File: src/rtl/core/sfdst_pkg.sv
`default_nettype none

package sfdst_pkg;

  // Field and register widths.
  localparam int unsigned TIME_W    = 63;
  localparam int unsigned WIN_W     = 16;
  localparam int unsigned THR_W     = 16;
  localparam int unsigned BIT_W     = 5;
  localparam int unsigned VER_W     = 32;
  localparam int unsigned MTP_W     = 32;
  localparam int unsigned HEIGHT_W  = 32;
  localparam int unsigned CNT_W     = 16;
  localparam int unsigned ATT_W     = 16;
  localparam int unsigned IDX_W     = 3;

  // Threshold datapath widths: attempt + 1 needs 17 bits, its square 34,
  // the product with the window 50. The divisor is falloff times 100.
  localparam int unsigned ASEL_W    = ATT_W + 1;
  localparam int unsigned SQ_W      = 2 * ASEL_W;
  localparam int unsigned PROD_W    = SQ_W + WIN_W;
  localparam int unsigned DSR_W     = 23;
  localparam int unsigned DVD_W     = HEIGHT_W + 1;
  localparam int unsigned STEP_W    = 6;

  localparam logic [6:0]        DECAY_SCALE = 7'd100;
  localparam logic [STEP_W-1:0] MOD_STEPS   = STEP_W'(DVD_W);
  localparam logic [STEP_W-1:0] THR_STEPS   = STEP_W'(THR_W);
  localparam logic [2:0]        TOP_FIELD   = 3'b001;

  // Register reset values.
  localparam logic [TIME_W-1:0] START_TIME_RST   = '0;
  localparam logic [TIME_W-1:0] TIMEOUT_TIME_RST = '1;
  localparam logic [WIN_W-1:0]  WINDOW_RST       = 16'd2016;
  localparam logic [THR_W-1:0]  DEFAULT_THR_RST  = 16'd1916;

  typedef enum logic [2:0] {
    ST_DEFINED   = 3'd0,
    ST_STARTED   = 3'd1,
    ST_LOCKED_IN = 3'd2,
    ST_ACTIVE    = 3'd3,
    ST_FAILED    = 3'd4
  } sfdst_phase_e;

  typedef enum logic [IDX_W-1:0] {
    CFG_START_TIME   = 3'd0,
    CFG_TIMEOUT_TIME = 3'd1,
    CFG_WINDOW_SIZE  = 3'd2,
    CFG_THR_INITIAL  = 3'd3,
    CFG_THR_FLOOR    = 3'd4,
    CFG_FALLOFF      = 3'd5,
    CFG_DEFAULT_THR  = 3'd6,
    CFG_SIGNAL_BIT   = 3'd7
  } sfdst_cfg_idx_e;

  typedef enum logic [3:0] {
    C_IDLE,
    C_MOD,
    C_CAPT,
    C_ROUTE,
    C_SQ,
    C_MUL,
    C_CHK,
    C_TDIV,
    C_FIN,
    C_APPLY,
    C_EMIT
  } sfdst_ctrl_e;

  typedef struct packed {
    logic [TIME_W-1:0] start_time;
    logic [TIME_W-1:0] timeout_time;
    logic [WIN_W-1:0]  window_size;
    logic [THR_W-1:0]  threshold_initial;
    logic [THR_W-1:0]  threshold_floor;
    logic [THR_W-1:0]  falloff_coefficient;
    logic [THR_W-1:0]  default_threshold;
    logic [BIT_W-1:0]  signal_bit;
  } sfdst_cfg_t;

  // Commands from the controller to the datapath.
  typedef struct packed {
    logic load;      // take a word, start the next height modulo window division
    logic div_step;  // one restoring division step
    logic capt;      // keep the remainder as the period position
    logic vote_sel;  // threshold for the vote (attempt + 1) instead of the output
    logic sq;        // square the attempt
    logic mul;       // times the window, load the decay divisor
    logic chk;       // saturation check, start the quotient division
    logic fin;       // form the threshold
    logic apply;     // advance the deployment state
    logic emit;      // load the output register
  } sfdst_cmd_t;

  typedef struct packed {
    logic div_done;
    logic need_vote;
  } sfdst_sts_t;

endpackage

`default_nettype wire

File: src/rtl/core/sfdst_ctrl.sv
`default_nettype none

module sfdst_ctrl import sfdst_pkg::*; (
  input  wire logic       clk_i,
  input  wire logic       rst_ni,
  input  wire logic       in_valid_i,
  output logic            in_ready_o,
  output logic            out_valid_o,
  input  wire logic       out_ready_i,
  input  wire sfdst_sts_t sts_i,
  output sfdst_cmd_t      cmd_o
);

  sfdst_ctrl_e state_q, state_d;
  logic        vote_q, vote_d;
  logic        out_valid_q, out_valid_d;

  always_ff @(posedge clk_i or negedge rst_ni) begin
    if (!rst_ni) begin
      state_q     <= C_IDLE;
      vote_q      <= 1'b0;
      out_valid_q <= 1'b0;
    end else begin
      state_q     <= state_d;
      vote_q      <= vote_d;
      out_valid_q <= out_valid_d;
    end
  end

  always_comb begin
    state_d    = state_q;
    vote_d     = vote_q;
    in_ready_o = 1'b0;
    cmd_o      = '0;
    cmd_o.vote_sel = vote_q;
    case (state_q)
      C_IDLE: begin
        in_ready_o = 1'b1;
        if (in_valid_i) begin
          cmd_o.load = 1'b1;
          state_d    = C_MOD;
        end
      end
      C_MOD: begin
        if (sts_i.div_done) begin
          state_d = C_CAPT;
        end else begin
          cmd_o.div_step = 1'b1;
        end
      end
      C_CAPT: begin
        cmd_o.capt = 1'b1;
        state_d    = C_ROUTE;
      end
      C_ROUTE: begin
        if (sts_i.need_vote) begin
          vote_d  = 1'b1;
          state_d = C_SQ;
        end else begin
          state_d = C_APPLY;
        end
      end
      C_SQ: begin
        cmd_o.sq = 1'b1;
        state_d  = C_MUL;
      end
      C_MUL: begin
        cmd_o.mul = 1'b1;
        state_d   = C_CHK;
      end
      C_CHK: begin
        cmd_o.chk = 1'b1;
        state_d   = C_TDIV;
      end
      C_TDIV: begin
        if (sts_i.div_done) begin
          state_d = C_FIN;
        end else begin
          cmd_o.div_step = 1'b1;
        end
      end
      C_FIN: begin
        cmd_o.fin = 1'b1;
        if (vote_q) begin
          vote_d  = 1'b0;
          state_d = C_APPLY;
        end else begin
          state_d = C_EMIT;
        end
      end
      C_APPLY: begin
        cmd_o.apply = 1'b1;
        state_d     = C_SQ;
      end
      C_EMIT: begin
        if (!out_valid_q || out_ready_i) begin
          cmd_o.emit = 1'b1;
          state_d    = C_IDLE;
        end
      end
      default: begin
        state_d = C_IDLE;
        vote_d  = 1'b0;
      end
    endcase
  end

  assign out_valid_d = (out_valid_q && !out_ready_i) || cmd_o.emit;
  assign out_valid_o = out_valid_q;

endmodule

`default_nettype wire

File: src/rtl/core/sfdst_dp.sv
`default_nettype none

module sfdst_dp import sfdst_pkg::*; (
  input  wire logic                clk_i,
  input  wire logic                rst_ni,
  input  wire sfdst_cfg_t          cfg_i,
  input  wire sfdst_cmd_t          cmd_i,
  output sfdst_sts_t               sts_o,
  input  wire logic [VER_W-1:0]    block_version_i,
  input  wire logic [MTP_W-1:0]    median_time_i,
  output logic [2:0]               deployment_state_o,
  output logic [CNT_W-1:0]         period_signal_count_o,
  output logic [WIN_W-1:0]         period_elapsed_o,
  output logic [THR_W-1:0]         current_threshold_o,
  output logic                     lock_possible_o,
  output logic [HEIGHT_W-1:0]      state_since_height_o
);

  // Deployment tracker state.
  sfdst_phase_e          phase_q, phase_d;
  logic [HEIGHT_W-1:0]   height_q;
  logic [CNT_W-1:0]      tally_q;
  logic [ATT_W-1:0]      attempt_q, attempt_d;
  logic [HEIGHT_W-1:0]   entered_q;

  // Working registers.
  logic [MTP_W-1:0]      mtp_q;
  logic [WIN_W-1:0]      elapsed_q;
  logic [SQ_W-1:0]       sq_q;
  logic [PROD_W-1:0]     prod_q;
  logic                  sat_q;
  logic [THR_W-1:0]      thr_q, thr_d;

  // Shared restoring divider.
  logic [DSR_W-1:0]      rem_q;
  logic [DVD_W-1:0]      dvd_q;
  logic [DSR_W-1:0]      dsr_q;
  logic [THR_W-1:0]      quo_q;
  logic [STEP_W-1:0]     cnt_q;

  // Output register.
  logic [2:0]            o_state_q;
  logic [CNT_W-1:0]      o_count_q;
  logic [WIN_W-1:0]      o_elapsed_q;
  logic [THR_W-1:0]      o_thr_q;
  logic                  o_lock_q;
  logic [HEIGHT_W-1:0]   o_since_q;

  logic [WIN_W-1:0]      p_eff;
  logic                  sig;
  logic [DSR_W:0]        rem_sh;
  logic                  div_ge;
  logic [DSR_W-1:0]      rem_sub;
  logic                  before_start;
  logic                  timed_out;
  logic                  period_end;
  logic [ASEL_W-1:0]     a_sel;
  logic [THR_W-1:0]      thr_diff;
  logic [WIN_W+1:0]      slack;
  logic [WIN_W+1:0]      missed;

  assign p_eff = (cfg_i.window_size == '0) ? WIN_W'(1) : cfg_i.window_size;

  assign sig = (block_version_i[VER_W-1 -: 3] == TOP_FIELD) &&
               block_version_i[cfg_i.signal_bit];

  // The remainder always stays below the divisor, so the difference fits.
  assign rem_sh  = {rem_q, dvd_q[DVD_W-1]};
  assign div_ge  = rem_sh >= {1'b0, dsr_q};
  assign rem_sub = rem_sh[DSR_W-1:0] - dsr_q;

  assign before_start = {{(TIME_W-MTP_W){1'b0}}, mtp_q} <  cfg_i.start_time;
  assign timed_out    = {{(TIME_W-MTP_W){1'b0}}, mtp_q} >= cfg_i.timeout_time;
  assign period_end   = (elapsed_q == '0);

  assign sts_o.div_done  = (cnt_q == '0);
  assign sts_o.need_vote = period_end && !before_start && !timed_out &&
                           (phase_q == ST_STARTED);

  always_comb begin
    if (cmd_i.vote_sel) begin
      a_sel = {1'b0, attempt_q} + ASEL_W'(1);
    end else if (phase_q == ST_STARTED) begin
      a_sel = {1'b0, attempt_q};
    end else begin
      a_sel = '0;
    end
  end

  // Threshold: default, initial, or decayed from saturation and quotient.
  assign thr_diff = cfg_i.threshold_initial - quo_q;
  always_comb begin
    if (cfg_i.threshold_initial == '0) begin
      thr_d = cfg_i.default_threshold;
    end else if (cfg_i.threshold_floor == '0 || cfg_i.falloff_coefficient == '0) begin
      thr_d = cfg_i.threshold_initial;
    end else if (sat_q || quo_q >= cfg_i.threshold_initial) begin
      thr_d = cfg_i.threshold_floor;
    end else if (thr_diff < cfg_i.threshold_floor) begin
      thr_d = cfg_i.threshold_floor;
    end else begin
      thr_d = thr_diff;
    end
  end

  // State advance at the last word of a period.
  always_comb begin
    phase_d = phase_q;
    if (period_end) begin
      if (before_start) begin
        phase_d = ST_DEFINED;
      end else begin
        case (phase_q)
          ST_DEFINED:   phase_d = timed_out ? ST_FAILED : ST_STARTED;
          ST_STARTED: begin
            if (timed_out) begin
              phase_d = ST_FAILED;
            end else if (tally_q >= thr_q) begin
              phase_d = ST_LOCKED_IN;
            end
          end
          ST_LOCKED_IN: phase_d = ST_ACTIVE;
          default:      phase_d = phase_q;
        endcase
      end
    end
    if (phase_d == ST_STARTED) begin
      if (phase_q != ST_STARTED) begin
        attempt_d = '0;
      end else if (attempt_q != '1) begin
        attempt_d = attempt_q + ATT_W'(1);
      end else begin
        attempt_d = attempt_q;
      end
    end else begin
      attempt_d = '0;
    end
  end

  assign slack  = {2'b00, p_eff} - {2'b00, thr_q};
  assign missed = {2'b00, elapsed_q} - {2'b00, tally_q};

  always_ff @(posedge clk_i or negedge rst_ni) begin
    if (!rst_ni) begin
      phase_q   <= ST_DEFINED;
      height_q  <= '0;
      tally_q   <= '0;
      attempt_q <= '0;
      entered_q <= '0;
      cnt_q     <= '0;
    end else begin
      if (cmd_i.load) begin
        tally_q <= tally_q + CNT_W'(sig);
        cnt_q   <= MOD_STEPS;
      end else if (cmd_i.chk) begin
        cnt_q   <= THR_STEPS;
      end else if (cmd_i.div_step) begin
        cnt_q   <= cnt_q - STEP_W'(1);
      end
      if (cmd_i.apply) begin
        if (period_end && phase_d != phase_q) begin
          entered_q <= height_q + HEIGHT_W'(1);
        end
        if (period_end) begin
          phase_q   <= phase_d;
          attempt_q <= attempt_d;
          tally_q   <= '0;
        end
        height_q <= height_q + HEIGHT_W'(1);
      end
    end
  end

  always_ff @(posedge clk_i) begin
    if (cmd_i.load) begin
      mtp_q <= median_time_i;
      dvd_q <= {1'b0, height_q} + DVD_W'(1);
      rem_q <= '0;
      dsr_q <= {{(DSR_W-WIN_W){1'b0}}, p_eff};
    end else if (cmd_i.mul) begin
      dsr_q <= DSR_W'(cfg_i.falloff_coefficient) * DSR_W'(DECAY_SCALE);
    end else if (cmd_i.chk) begin
      // The quotient only matters below 2^16: the top part of the
      // product then already lies below the divisor.
      rem_q <= prod_q[THR_W +: DSR_W];
      dvd_q <= {prod_q[THR_W-1:0], {(DVD_W-THR_W){1'b0}}};
    end else if (cmd_i.div_step) begin
      rem_q <= div_ge ? rem_sub : rem_sh[DSR_W-1:0];
      dvd_q <= {dvd_q[DVD_W-2:0], 1'b0};
      quo_q <= {quo_q[THR_W-2:0], div_ge};
    end
    if (cmd_i.capt) begin
      elapsed_q <= rem_q[WIN_W-1:0];
    end
    if (cmd_i.sq) begin
      sq_q <= SQ_W'(a_sel) * SQ_W'(a_sel);
    end
    if (cmd_i.mul) begin
      prod_q <= PROD_W'(sq_q) * PROD_W'(p_eff);
    end
    if (cmd_i.chk) begin
      sat_q <= prod_q[PROD_W-1:THR_W] >= {{(PROD_W-THR_W-DSR_W){1'b0}}, dsr_q};
    end
    if (cmd_i.fin) begin
      thr_q <= thr_d;
    end
    if (cmd_i.emit) begin
      o_state_q   <= phase_q;
      o_count_q   <= tally_q;
      o_elapsed_q <= elapsed_q;
      o_thr_q     <= thr_q;
      o_lock_q    <= $signed(slack) >= $signed(missed);
      o_since_q   <= (phase_q == ST_DEFINED) ? '0 : entered_q;
    end
  end

  assign deployment_state_o    = o_state_q;
  assign period_signal_count_o = o_count_q;
  assign period_elapsed_o      = o_elapsed_q;
  assign current_threshold_o   = o_thr_q;
  assign lock_possible_o       = o_lock_q;
  assign state_since_height_o  = o_since_q;

endmodule

`default_nettype wire

File: src/rtl/core/soft_fork_deployment_state_tracker_top.sv
// Flow: one word at a time, taken in idle; it gets its period position and result
//   threshold, at the end of a started period also the vote threshold.
// Throughput: set by the shared one-bit-a-step divider (33 steps for the period
//   position, 16 per decayed threshold) and by back-pressure on the result side.
// Reset: asynchronous, active low; state defined, height, tally, attempt and
//   entry height zero, registers at their documented defaults.
`default_nettype none

module soft_fork_deployment_state_tracker_top import sfdst_pkg::*; (
  input  wire logic                clk_i,
  input  wire logic                rst_ni,
  // Configuration write port.
  input  wire logic                cfg_we_i,
  input  wire logic [IDX_W-1:0]    cfg_idx_i,
  input  wire logic [TIME_W-1:0]   cfg_wdata_i,
  // Input words: one block header summary each, in height order.
  input  wire logic                in_valid_i,
  output logic                     in_ready_o,
  input  wire logic [VER_W-1:0]    block_version_i,
  input  wire logic [MTP_W-1:0]    median_time_i,
  // Result words.
  output logic                     out_valid_o,
  input  wire logic                out_ready_i,
  output logic [2:0]               deployment_state_o,
  output logic [CNT_W-1:0]         period_signal_count_o,
  output logic [WIN_W-1:0]         period_elapsed_o,
  output logic [THR_W-1:0]         current_threshold_o,
  output logic                     lock_possible_o,
  output logic [HEIGHT_W-1:0]      state_since_height_o
);

  // The configuration registers live here and feed the datapath as one
  // struct. Writes are only expected while the tracker is idle, so no
  // shadow copy is kept for a word in flight.
  sfdst_cfg_t cfg_q;

  always_ff @(posedge clk_i or negedge rst_ni) begin
    if (!rst_ni) begin
      cfg_q.start_time          <= START_TIME_RST;
      cfg_q.timeout_time        <= TIMEOUT_TIME_RST;
      cfg_q.window_size         <= WINDOW_RST;
      cfg_q.threshold_initial   <= '0;
      cfg_q.threshold_floor     <= '0;
      cfg_q.falloff_coefficient <= '0;
      cfg_q.default_threshold   <= DEFAULT_THR_RST;
      cfg_q.signal_bit          <= '0;
    end else if (cfg_we_i) begin
      case (sfdst_cfg_idx_e'(cfg_idx_i))
        CFG_START_TIME:   cfg_q.start_time          <= cfg_wdata_i;
        CFG_TIMEOUT_TIME: cfg_q.timeout_time        <= cfg_wdata_i;
        CFG_WINDOW_SIZE:  cfg_q.window_size         <= cfg_wdata_i[WIN_W-1:0];
        CFG_THR_INITIAL:  cfg_q.threshold_initial   <= cfg_wdata_i[THR_W-1:0];
        CFG_THR_FLOOR:    cfg_q.threshold_floor     <= cfg_wdata_i[THR_W-1:0];
        CFG_FALLOFF:      cfg_q.falloff_coefficient <= cfg_wdata_i[THR_W-1:0];
        CFG_DEFAULT_THR:  cfg_q.default_threshold   <= cfg_wdata_i[THR_W-1:0];
        CFG_SIGNAL_BIT:   cfg_q.signal_bit          <= cfg_wdata_i[BIT_W-1:0];
        default: begin
        end
      endcase
    end
  end

  // The controller walks each word through: period position by division of
  // the next height by the window, an optional vote threshold, the state
  // advance, the threshold for the result, and finally the output register.
  // The output register lets the next word come in while a result waits;
  // a result that is still held there keeps the following one waiting.
  sfdst_cmd_t cmd;
  sfdst_sts_t sts;

  sfdst_ctrl u_ctrl (
    .clk_i       (clk_i),
    .rst_ni      (rst_ni),
    .in_valid_i  (in_valid_i),
    .in_ready_o  (in_ready_o),
    .out_valid_o (out_valid_o),
    .out_ready_i (out_ready_i),
    .sts_i       (sts),
    .cmd_o       (cmd)
  );

  // The datapath holds the deployment state, a squaring and a window
  // multiply for the decay term, and one restoring divider shared by the
  // modulo and the decay quotient.
  sfdst_dp u_dp (
    .clk_i                 (clk_i),
    .rst_ni                (rst_ni),
    .cfg_i                 (cfg_q),
    .cmd_i                 (cmd),
    .sts_o                 (sts),
    .block_version_i       (block_version_i),
    .median_time_i         (median_time_i),
    .deployment_state_o    (deployment_state_o),
    .period_signal_count_o (period_signal_count_o),
    .period_elapsed_o      (period_elapsed_o),
    .current_threshold_o   (current_threshold_o),
    .lock_possible_o       (lock_possible_o),
    .state_since_height_o  (state_since_height_o)
  );

  // One word at a time: right after taking a word the tracker is busy.
  a_busy_after_accept: assert property (@(posedge clk_i) disable iff (!rst_ni)
    (in_valid_i && in_ready_o) |=> !in_ready_o)
    else $error("tracker took a second word while busy");

  // A deployment still in its defined state reports no entry height.
  a_defined_no_height: assert property (@(posedge clk_i) disable iff (!rst_ni)
    (out_valid_o && deployment_state_o == ST_DEFINED) |-> (state_since_height_o == '0))
    else $error("defined state with nonzero entry height");

  // The last word of a period clears the signalling tally.
  a_period_end_clear: assert property (@(posedge clk_i) disable iff (!rst_ni)
    (out_valid_o && period_elapsed_o == '0) |-> (period_signal_count_o == '0))
    else $error("signal tally not cleared at period end");

endmodule

`default_nettype wire

File: config.mk
export PLATFORM = sky130hd
export DESIGN_NAME = soft_fork_deployment_state_tracker_top
export DESIGN_NICKNAME = d
export VERILOG_FILES = /design/src/rtl/core/sfdst_pkg.sv /design/src/rtl/core/sfdst_ctrl.sv /design/src/rtl/core/sfdst_dp.sv /design/src/rtl/core/soft_fork_deployment_state_tracker_top.sv
export SDC_FILE = /design/constraint.sdc
export NUM_CORES = 2
export LEC_CHECK = 0
export BUFFER_PORTS_ARGS = -buffer_cell sky130_fd_sc_hd__buf_2
export CORE_ASPECT_RATIO = 1.4
export CORE_MARGIN = 3
export CORE_UTILIZATION = 55
export CTS_CLUSTER_DIAMETER = 120
export DETAILED_ROUTE_END_ITERATION = 10
export PLACE_DENSITY = 0.8
export RECOVER_POWER = 25
export SLEW_MARGIN = 0
export SYNTH_ARGS = -nofsm -noshare
export SYNTH_HDL_FRONTEND = slang
export SYNTH_SLANG_ARGS = --single-unit
File: constraint.sdc
create_clock -name clk_i -period 9.1 [get_ports clk_i]
set_input_delay 1.365 -clock clk_i [delete_from_list [all_inputs] [get_ports clk_i]]
set_output_delay 1.365 -clock clk_i [all_outputs]
set_load 0.02 [all_outputs]
; Word-level counts from Yosys, hierarchy flattened
; Cells that the tools add are included.
[op_classes]
n_addsub = 10
multipliers = 3
n_lt_le_gt_ge = 9
eq_ne = 31
muxes = 55
n_bitwise = 4
n_reduce_logical = 44
[op_table]
columns = op, n
row1 = $mux 16, 14
row2 = $mux 33, 4
row3 = $logic_not 16->1, 5
row4 = $mux 23, 3
row5 = $ge 32x63->1, 1
row6 = $lt 32x63->1, 1
row7 = $mul 34x16->50, 1
row8 = $pmux 4 s11, 1
row9 = $ge 34x23->1, 1
row10 = $mul 17x17->34, 1
row11 = $sub 16x16->17, 2
row12 = $add 32x1->33 const B, 1
row13 = $add 32x1->32 const B, 1
row14 = $ge 16x16->1, 2
row15 = $reduce_and 2->1, 13
row16 = $ge 24x23->1, 1
row17 = $sub 23x23->23, 1
row18 = $mul 16x5->21 const B, 1
row19 = $mux 4, 5
row20 = $ge 18x18->1, 1
row21 = $mux 6, 3
row22 = $add 16x1->17 const B, 1
row23 = $mux 17, 1
row24 = $add 16x1->16, 1
row25 = 37 further kinds, 90
[word_totals]
reg_bits = 650
inputBits = 135
output_inout_bits = 86
word_cells = 190

; Logic depth before layout (Yosys ltp)
[depth]
depth_word = 9
depth_mapped = 32
ltp_nobuf = 31

; By module
; Synthesis repeated with hierarchy kept, for this count alone.
[hier_totals]
hier_cells = 5866
hier_area_um2 = 60327.9
[modules_own_cells]
columns = mod, n_inst, cells_each, area_each_um2, seq_area_each_um2
row1 = sfdst_dp, 1, 5356, 51446.8, 12146.6
row2 = soft_fork_deployment_state_tracker_top, 1, 455, 8411.8, 5376.4
row3 = sfdst_ctrl, 1, 55, 469.2, 150.1

; Worst setup path before layout
; OpenSTA, ideal clock, no wires.
[synth_timing]
path_type = register to register
start = register u_dp.attempt_q[0]
end = register u_dp.sq_q[33], data pin
setup_ps = 258
t_arrival_ps = 7571
required_ps = 8842
slack_ps = 1271
path_stages_with_launch = 30
n_path_buf = 1
synth_period_minus_slack_ps = 7829
path_cell_list = dfrtp_1 > ha_1 > nand3_1 > or2_1 > buf_2 > nor4_4 > nand3_1 > xnor2_1 > a22oi_1 > clkinv_1 > nand2_1 > fa_1 > fa_1 > inv_1 > fa_1 > fa_1 > fa_1 > inv_1 > fa_1 > inv_1 > ha_1 > a21oi_1 > o21ai_0 > a21oi_1 > o21ai_0 > a2111oi_2 > o311ai_1 > a31o_2 > o22a_1 > xnor2_1
[synth_via]
elab_chain_len = 3
word_cells_on_any_way = 4
cone_classes = add/sub (1) / mul (1) / mux (2)
[synth_lines]
columns = element, line_no
row1 = start: declaration, sfdst_dp.sv:23  ; logic [ATT_W-1:0] attempt_q, attempt_d;
row2 = start signal: assignment, sfdst_dp.sv:166  ; attempt_q <= attempt_d;
row3 = $add 16x1->17 or $mux 16 (tied branches), "sfdst_dp.sv:82, sfdst_dp.sv:83"
row4 = $mux 17 (*), sfdst_dp.sv:81  ; if (cmd_i.vote_sel) begin
row5 = $mul 17x17->34 (*), sfdst_dp.sv:196  ; sq_q <= SQ_W'(a_sel) * SQ_W'(a_sel);
row6 = end signal: assignment, sfdst_dp.sv:196
row7 = end: declaration, sfdst_dp.sv:29  ; logic [SQ_W-1:0] sq_q;
; Every way passes the cells marked *; elsewhere a longest branch is shown, timed or not.
; A chain may end at the register's enable or synchronous reset.

; Final worst setup path
[layout_timing]
start = register u_dp.attempt_q[0]
end = register u_dp.sq_q[28], data pin
; Same word-level chain as after synthesis.

==> results.sh <==
export IMPL_synth_top_area_share_pct=22.1
export IMPL_regToRegSetupSlack_ps=450
export IMPL_dr_total_vias=43200
export IMPL_path_clk_slew_ps=70
export IMPL_outcome="finished with violations"
export IMPL_routed_wirelength_um=152000
export IMPL_clkSinkCount=649
export IMPL_first_global_vias=46000
export IMPL_cts_tree="done"
export IMPL_relSlewSlack_pct=-322
export IMPL_path_buf_inv=4
export IMPL_dieArea_um2=111000
export IMPL_setup_violations=0
export IMPL_setup_tns_ps=0
export IMPL_grt_ovfl_total=0
export IMPL_slowest_stage="fa_1"
export IMPL_dr_pass1_iters=6
export IMPL_tightest_slew_ps=6330
export IMPL_wire_per_inst_um=20.1
export IMPL_grt_pass1_wl_um=243000
export IMPL_synth_top_area_cell="fa_1"
export IMPL_insertion_delay_ps=650
export IMPL_dr_first_iter_drc_count=3062
export IMPL_skew_ps=53.7
export IMPL_ant_nets=0
export IMPL_gp_congestion=0.947
export IMPL_synth_edf_count=297
export IMPL_fin_area_um2=64100
export IMPL_die_x_um=283
export IMPL_whs_ps=458
export IMPL_timing_final_crit_share_pct=95.1
export IMPL_drc=0
export IMPL_crit_type="reg2reg"
export IMPL_dp_hpwl_um=117000
export IMPL_yosys_cell_types_count=110
export IMPL_synth_ff_latch_count=649
export IMPL_synth_top_family_by_area="adder cells"
export IMPL_globalRouteTotalUtil_pct=27.8
export IMPL_die_y_um=394
export IMPL_cts_resized=0
export IMPL_drv_cap=3
export IMPL_max_stage_delay_ps=550
export IMPL_ys_top_cells_by_area="fa_1 22%, edfxtp_1 15%, ha_1 11%"
export IMPL_synth_adder_area_share_pct=32.7
export IMPL_grt_setup_unrepaired="no"
export IMPL_cp_top_family="adder cells"
export IMPL_synth_async_reset_ratio_pct=49.6
export IMPL_slew_viol_final=183
export IMPL_crit_arrival_ps=9010
export IMPL_cts_made_buffers=68
export IMPL_layout_drive_gt1_share_pct=11.3
export IMPL_layout_nets=7343
export IMPL_worstPathRequired_ps=9460
export IMPL_initial_core_util_pct=55.6
export IMPL_timing_critical_path_mode_cell="fa_1"
export IMPL_rows=141
export IMPL_period_minus_slack_ps=8650
export IMPL_crit_fanout=8
export IMPL_antenna_found_initial=18
export IMPL_start_kind="flip-flop"
export IMPL_pin_count=221
export IMPL_max_freq_mhz=116
export IMPL_post_cts_buffers=0
export IMPL_avgSynthCellArea_um2=9.99
export IMPL_postCtsHoldBufs=0
export IMPL_routed_via_density=5.72
export IMPL_ys_warnings_count=0
export IMPL_area_delta_synth_final_pct=8.59
export IMPL_yosys_area_share_simple_pct=12.7
export IMPL_io_buffers=220
export IMPL_clock_path_buffers=3
export IMPL_place_area_um2=61700
export IMPL_synth_compound_area_share_pct=8.53
export IMPL_startpoint="u_dp.attempt_q[0]$_DFFE_PN0P_"
export IMPL_hold_path_class="reg2reg"
export IMPL_mostFrequentLayoutCells="1028 x inv_1, 687 x nand2_1, 652 x fa_1"
export IMPL_failed_checks="capacitance limit, slew limit"
export IMPL_final_common_cell="inv_1"
export IMPL_mappedNetlistArea_um2=59000
export IMPL_cts_root_buffer="clkbuf_16"
export IMPL_cp_end_kind="flip-flop"
export IMPL_coreArea_um2=106000
export IMPL_synthMuxAreaShare_pct=4.41
export IMPL_grt_start_max_net_pins=139
export IMPL_worstReg2RegStart="u_dp.attempt_q[0]$_DFFE_PN0P_"
export IMPL_ys_flop_type="edfxtp_1"
export IMPL_synthesis_instances=5904
export IMPL_htree_levels=3
export IMPL_synth_seq_area_share_pct=30.0
export IMPL_finalHoldViolations=0
export IMPL_min_delay_start="u_dp.quo_q[2]$_DFFE_PP_"
export IMPL_synth_xor_area_share_pct=3.46
[path summary, 6_finish.rpt]
check	endpoint	cells after the start
worst max-delay path	u_dp.sq_q[28]$_DFFE_PP_	28
min in group asynchronous	cfg_q[185]$_DFFE_PN0P_	1
worst min register to register	u_dp.quo_q[3]$_DFFE_PP_	0
max in group asynchronous	u_dp.tally_q[5]$_DFF_PN0_	1
worst min-delay path	u_dp.quo_q[3]$_DFFE_PP_	0
worst max register to register	u_dp.sq_q[28]$_DFFE_PP_	28
[metrics by stage]
stage	util, %	worst slack (ps)	instances
2_1_floorplan	-	1270	5926
3_3_place_gp	58.2	577	7415
3_5_place_dp	58.2	488	7415
4_1_cts	60.5	441	7541
5_1_grt	60.4	99.9	7551
6_report	60.4	446	7552
[kinds of logic (layout without fill, tap and decap cells)]
| kind of cell | Yosys count | in the layout |
|---|---|---|
| simple gates | 1589 | 1589 |
| buf+inv | 1269 | 1455 |
| xor+xnor | 233 | 233 |
| flops | 649 | 649 |
| compound gates | 786 | 786 |
| other cells | 2 | 34 |
| mux | 224 | 224 |
| fa+ha+maj | 1152 | 1152 |
[flip-flops by register name, summed over array words and instances (netlist names), 6 cells and up]
register and cells:
u_dp.tally_q 16, u_dp.thr_q 16, u_dp.mtp_q 32, u_dp.quo_q 16
u_dp.dvd_q 33, u_dp.period_signal_count_o 16, u_dp.entered_q 32, u_dp.current_threshold_o 16
u_dp.attempt_q 16, cfg_q 211, u_dp.period_elapsed_o 16, u_dp.prod_q 50
u_dp.state_since_height_o 32, u_dp.height_q 32, u_dp.rem_q 23, u_dp.dsr_q 23
u_dp.sq_q 33, u_dp.cnt_q 6, u_dp.elapsed_q 16
[cell usage after synthesis (93+ instances only)]
| cell type | count |
|---|---|
| xor2_1 | 93 |
| ha_1 | 500 |
| dfrtp_1 | 245 |
| fa_1 | 652 |
| xnor2_1 | 140 |
| o21ai_0 | 232 |
| nand2_1 | 688 |
| inv_1 | 1029 |
| mux2_2 | 142 |
| nor2_1 | 259 |
| edfxtp_1 | 297 |
| clkbuf_1 | 199 |
| and2_1 | 224 |
| a21oi_1 | 196 |
[routing by layer]
layer / vias up / track usage [%] / wire, µm
li1: 19400 / - / -
met5: - / 0 / 90
met1: 21500 / 32.1 / 54900
met4: 14 / 16.6 / 10900
met3: 620 / 4.69 / 9850
met2: 1635 / 48.1 / 75900
[area by class of cell]
cell class	instances	area [µm²]
diodes	10	25.0
clock buffers	91	1960
clock inverters	35	448
fillers	8460	42000
inverters	1039	3900
multi-input cells	4008	36700
flip-flops and latches	649	17700
well taps	1430	1790
repair buffers	290	1600
Power is not shown: default switching activity piles up to over one toggle a cycle in this logic, so the estimate is an artifact.
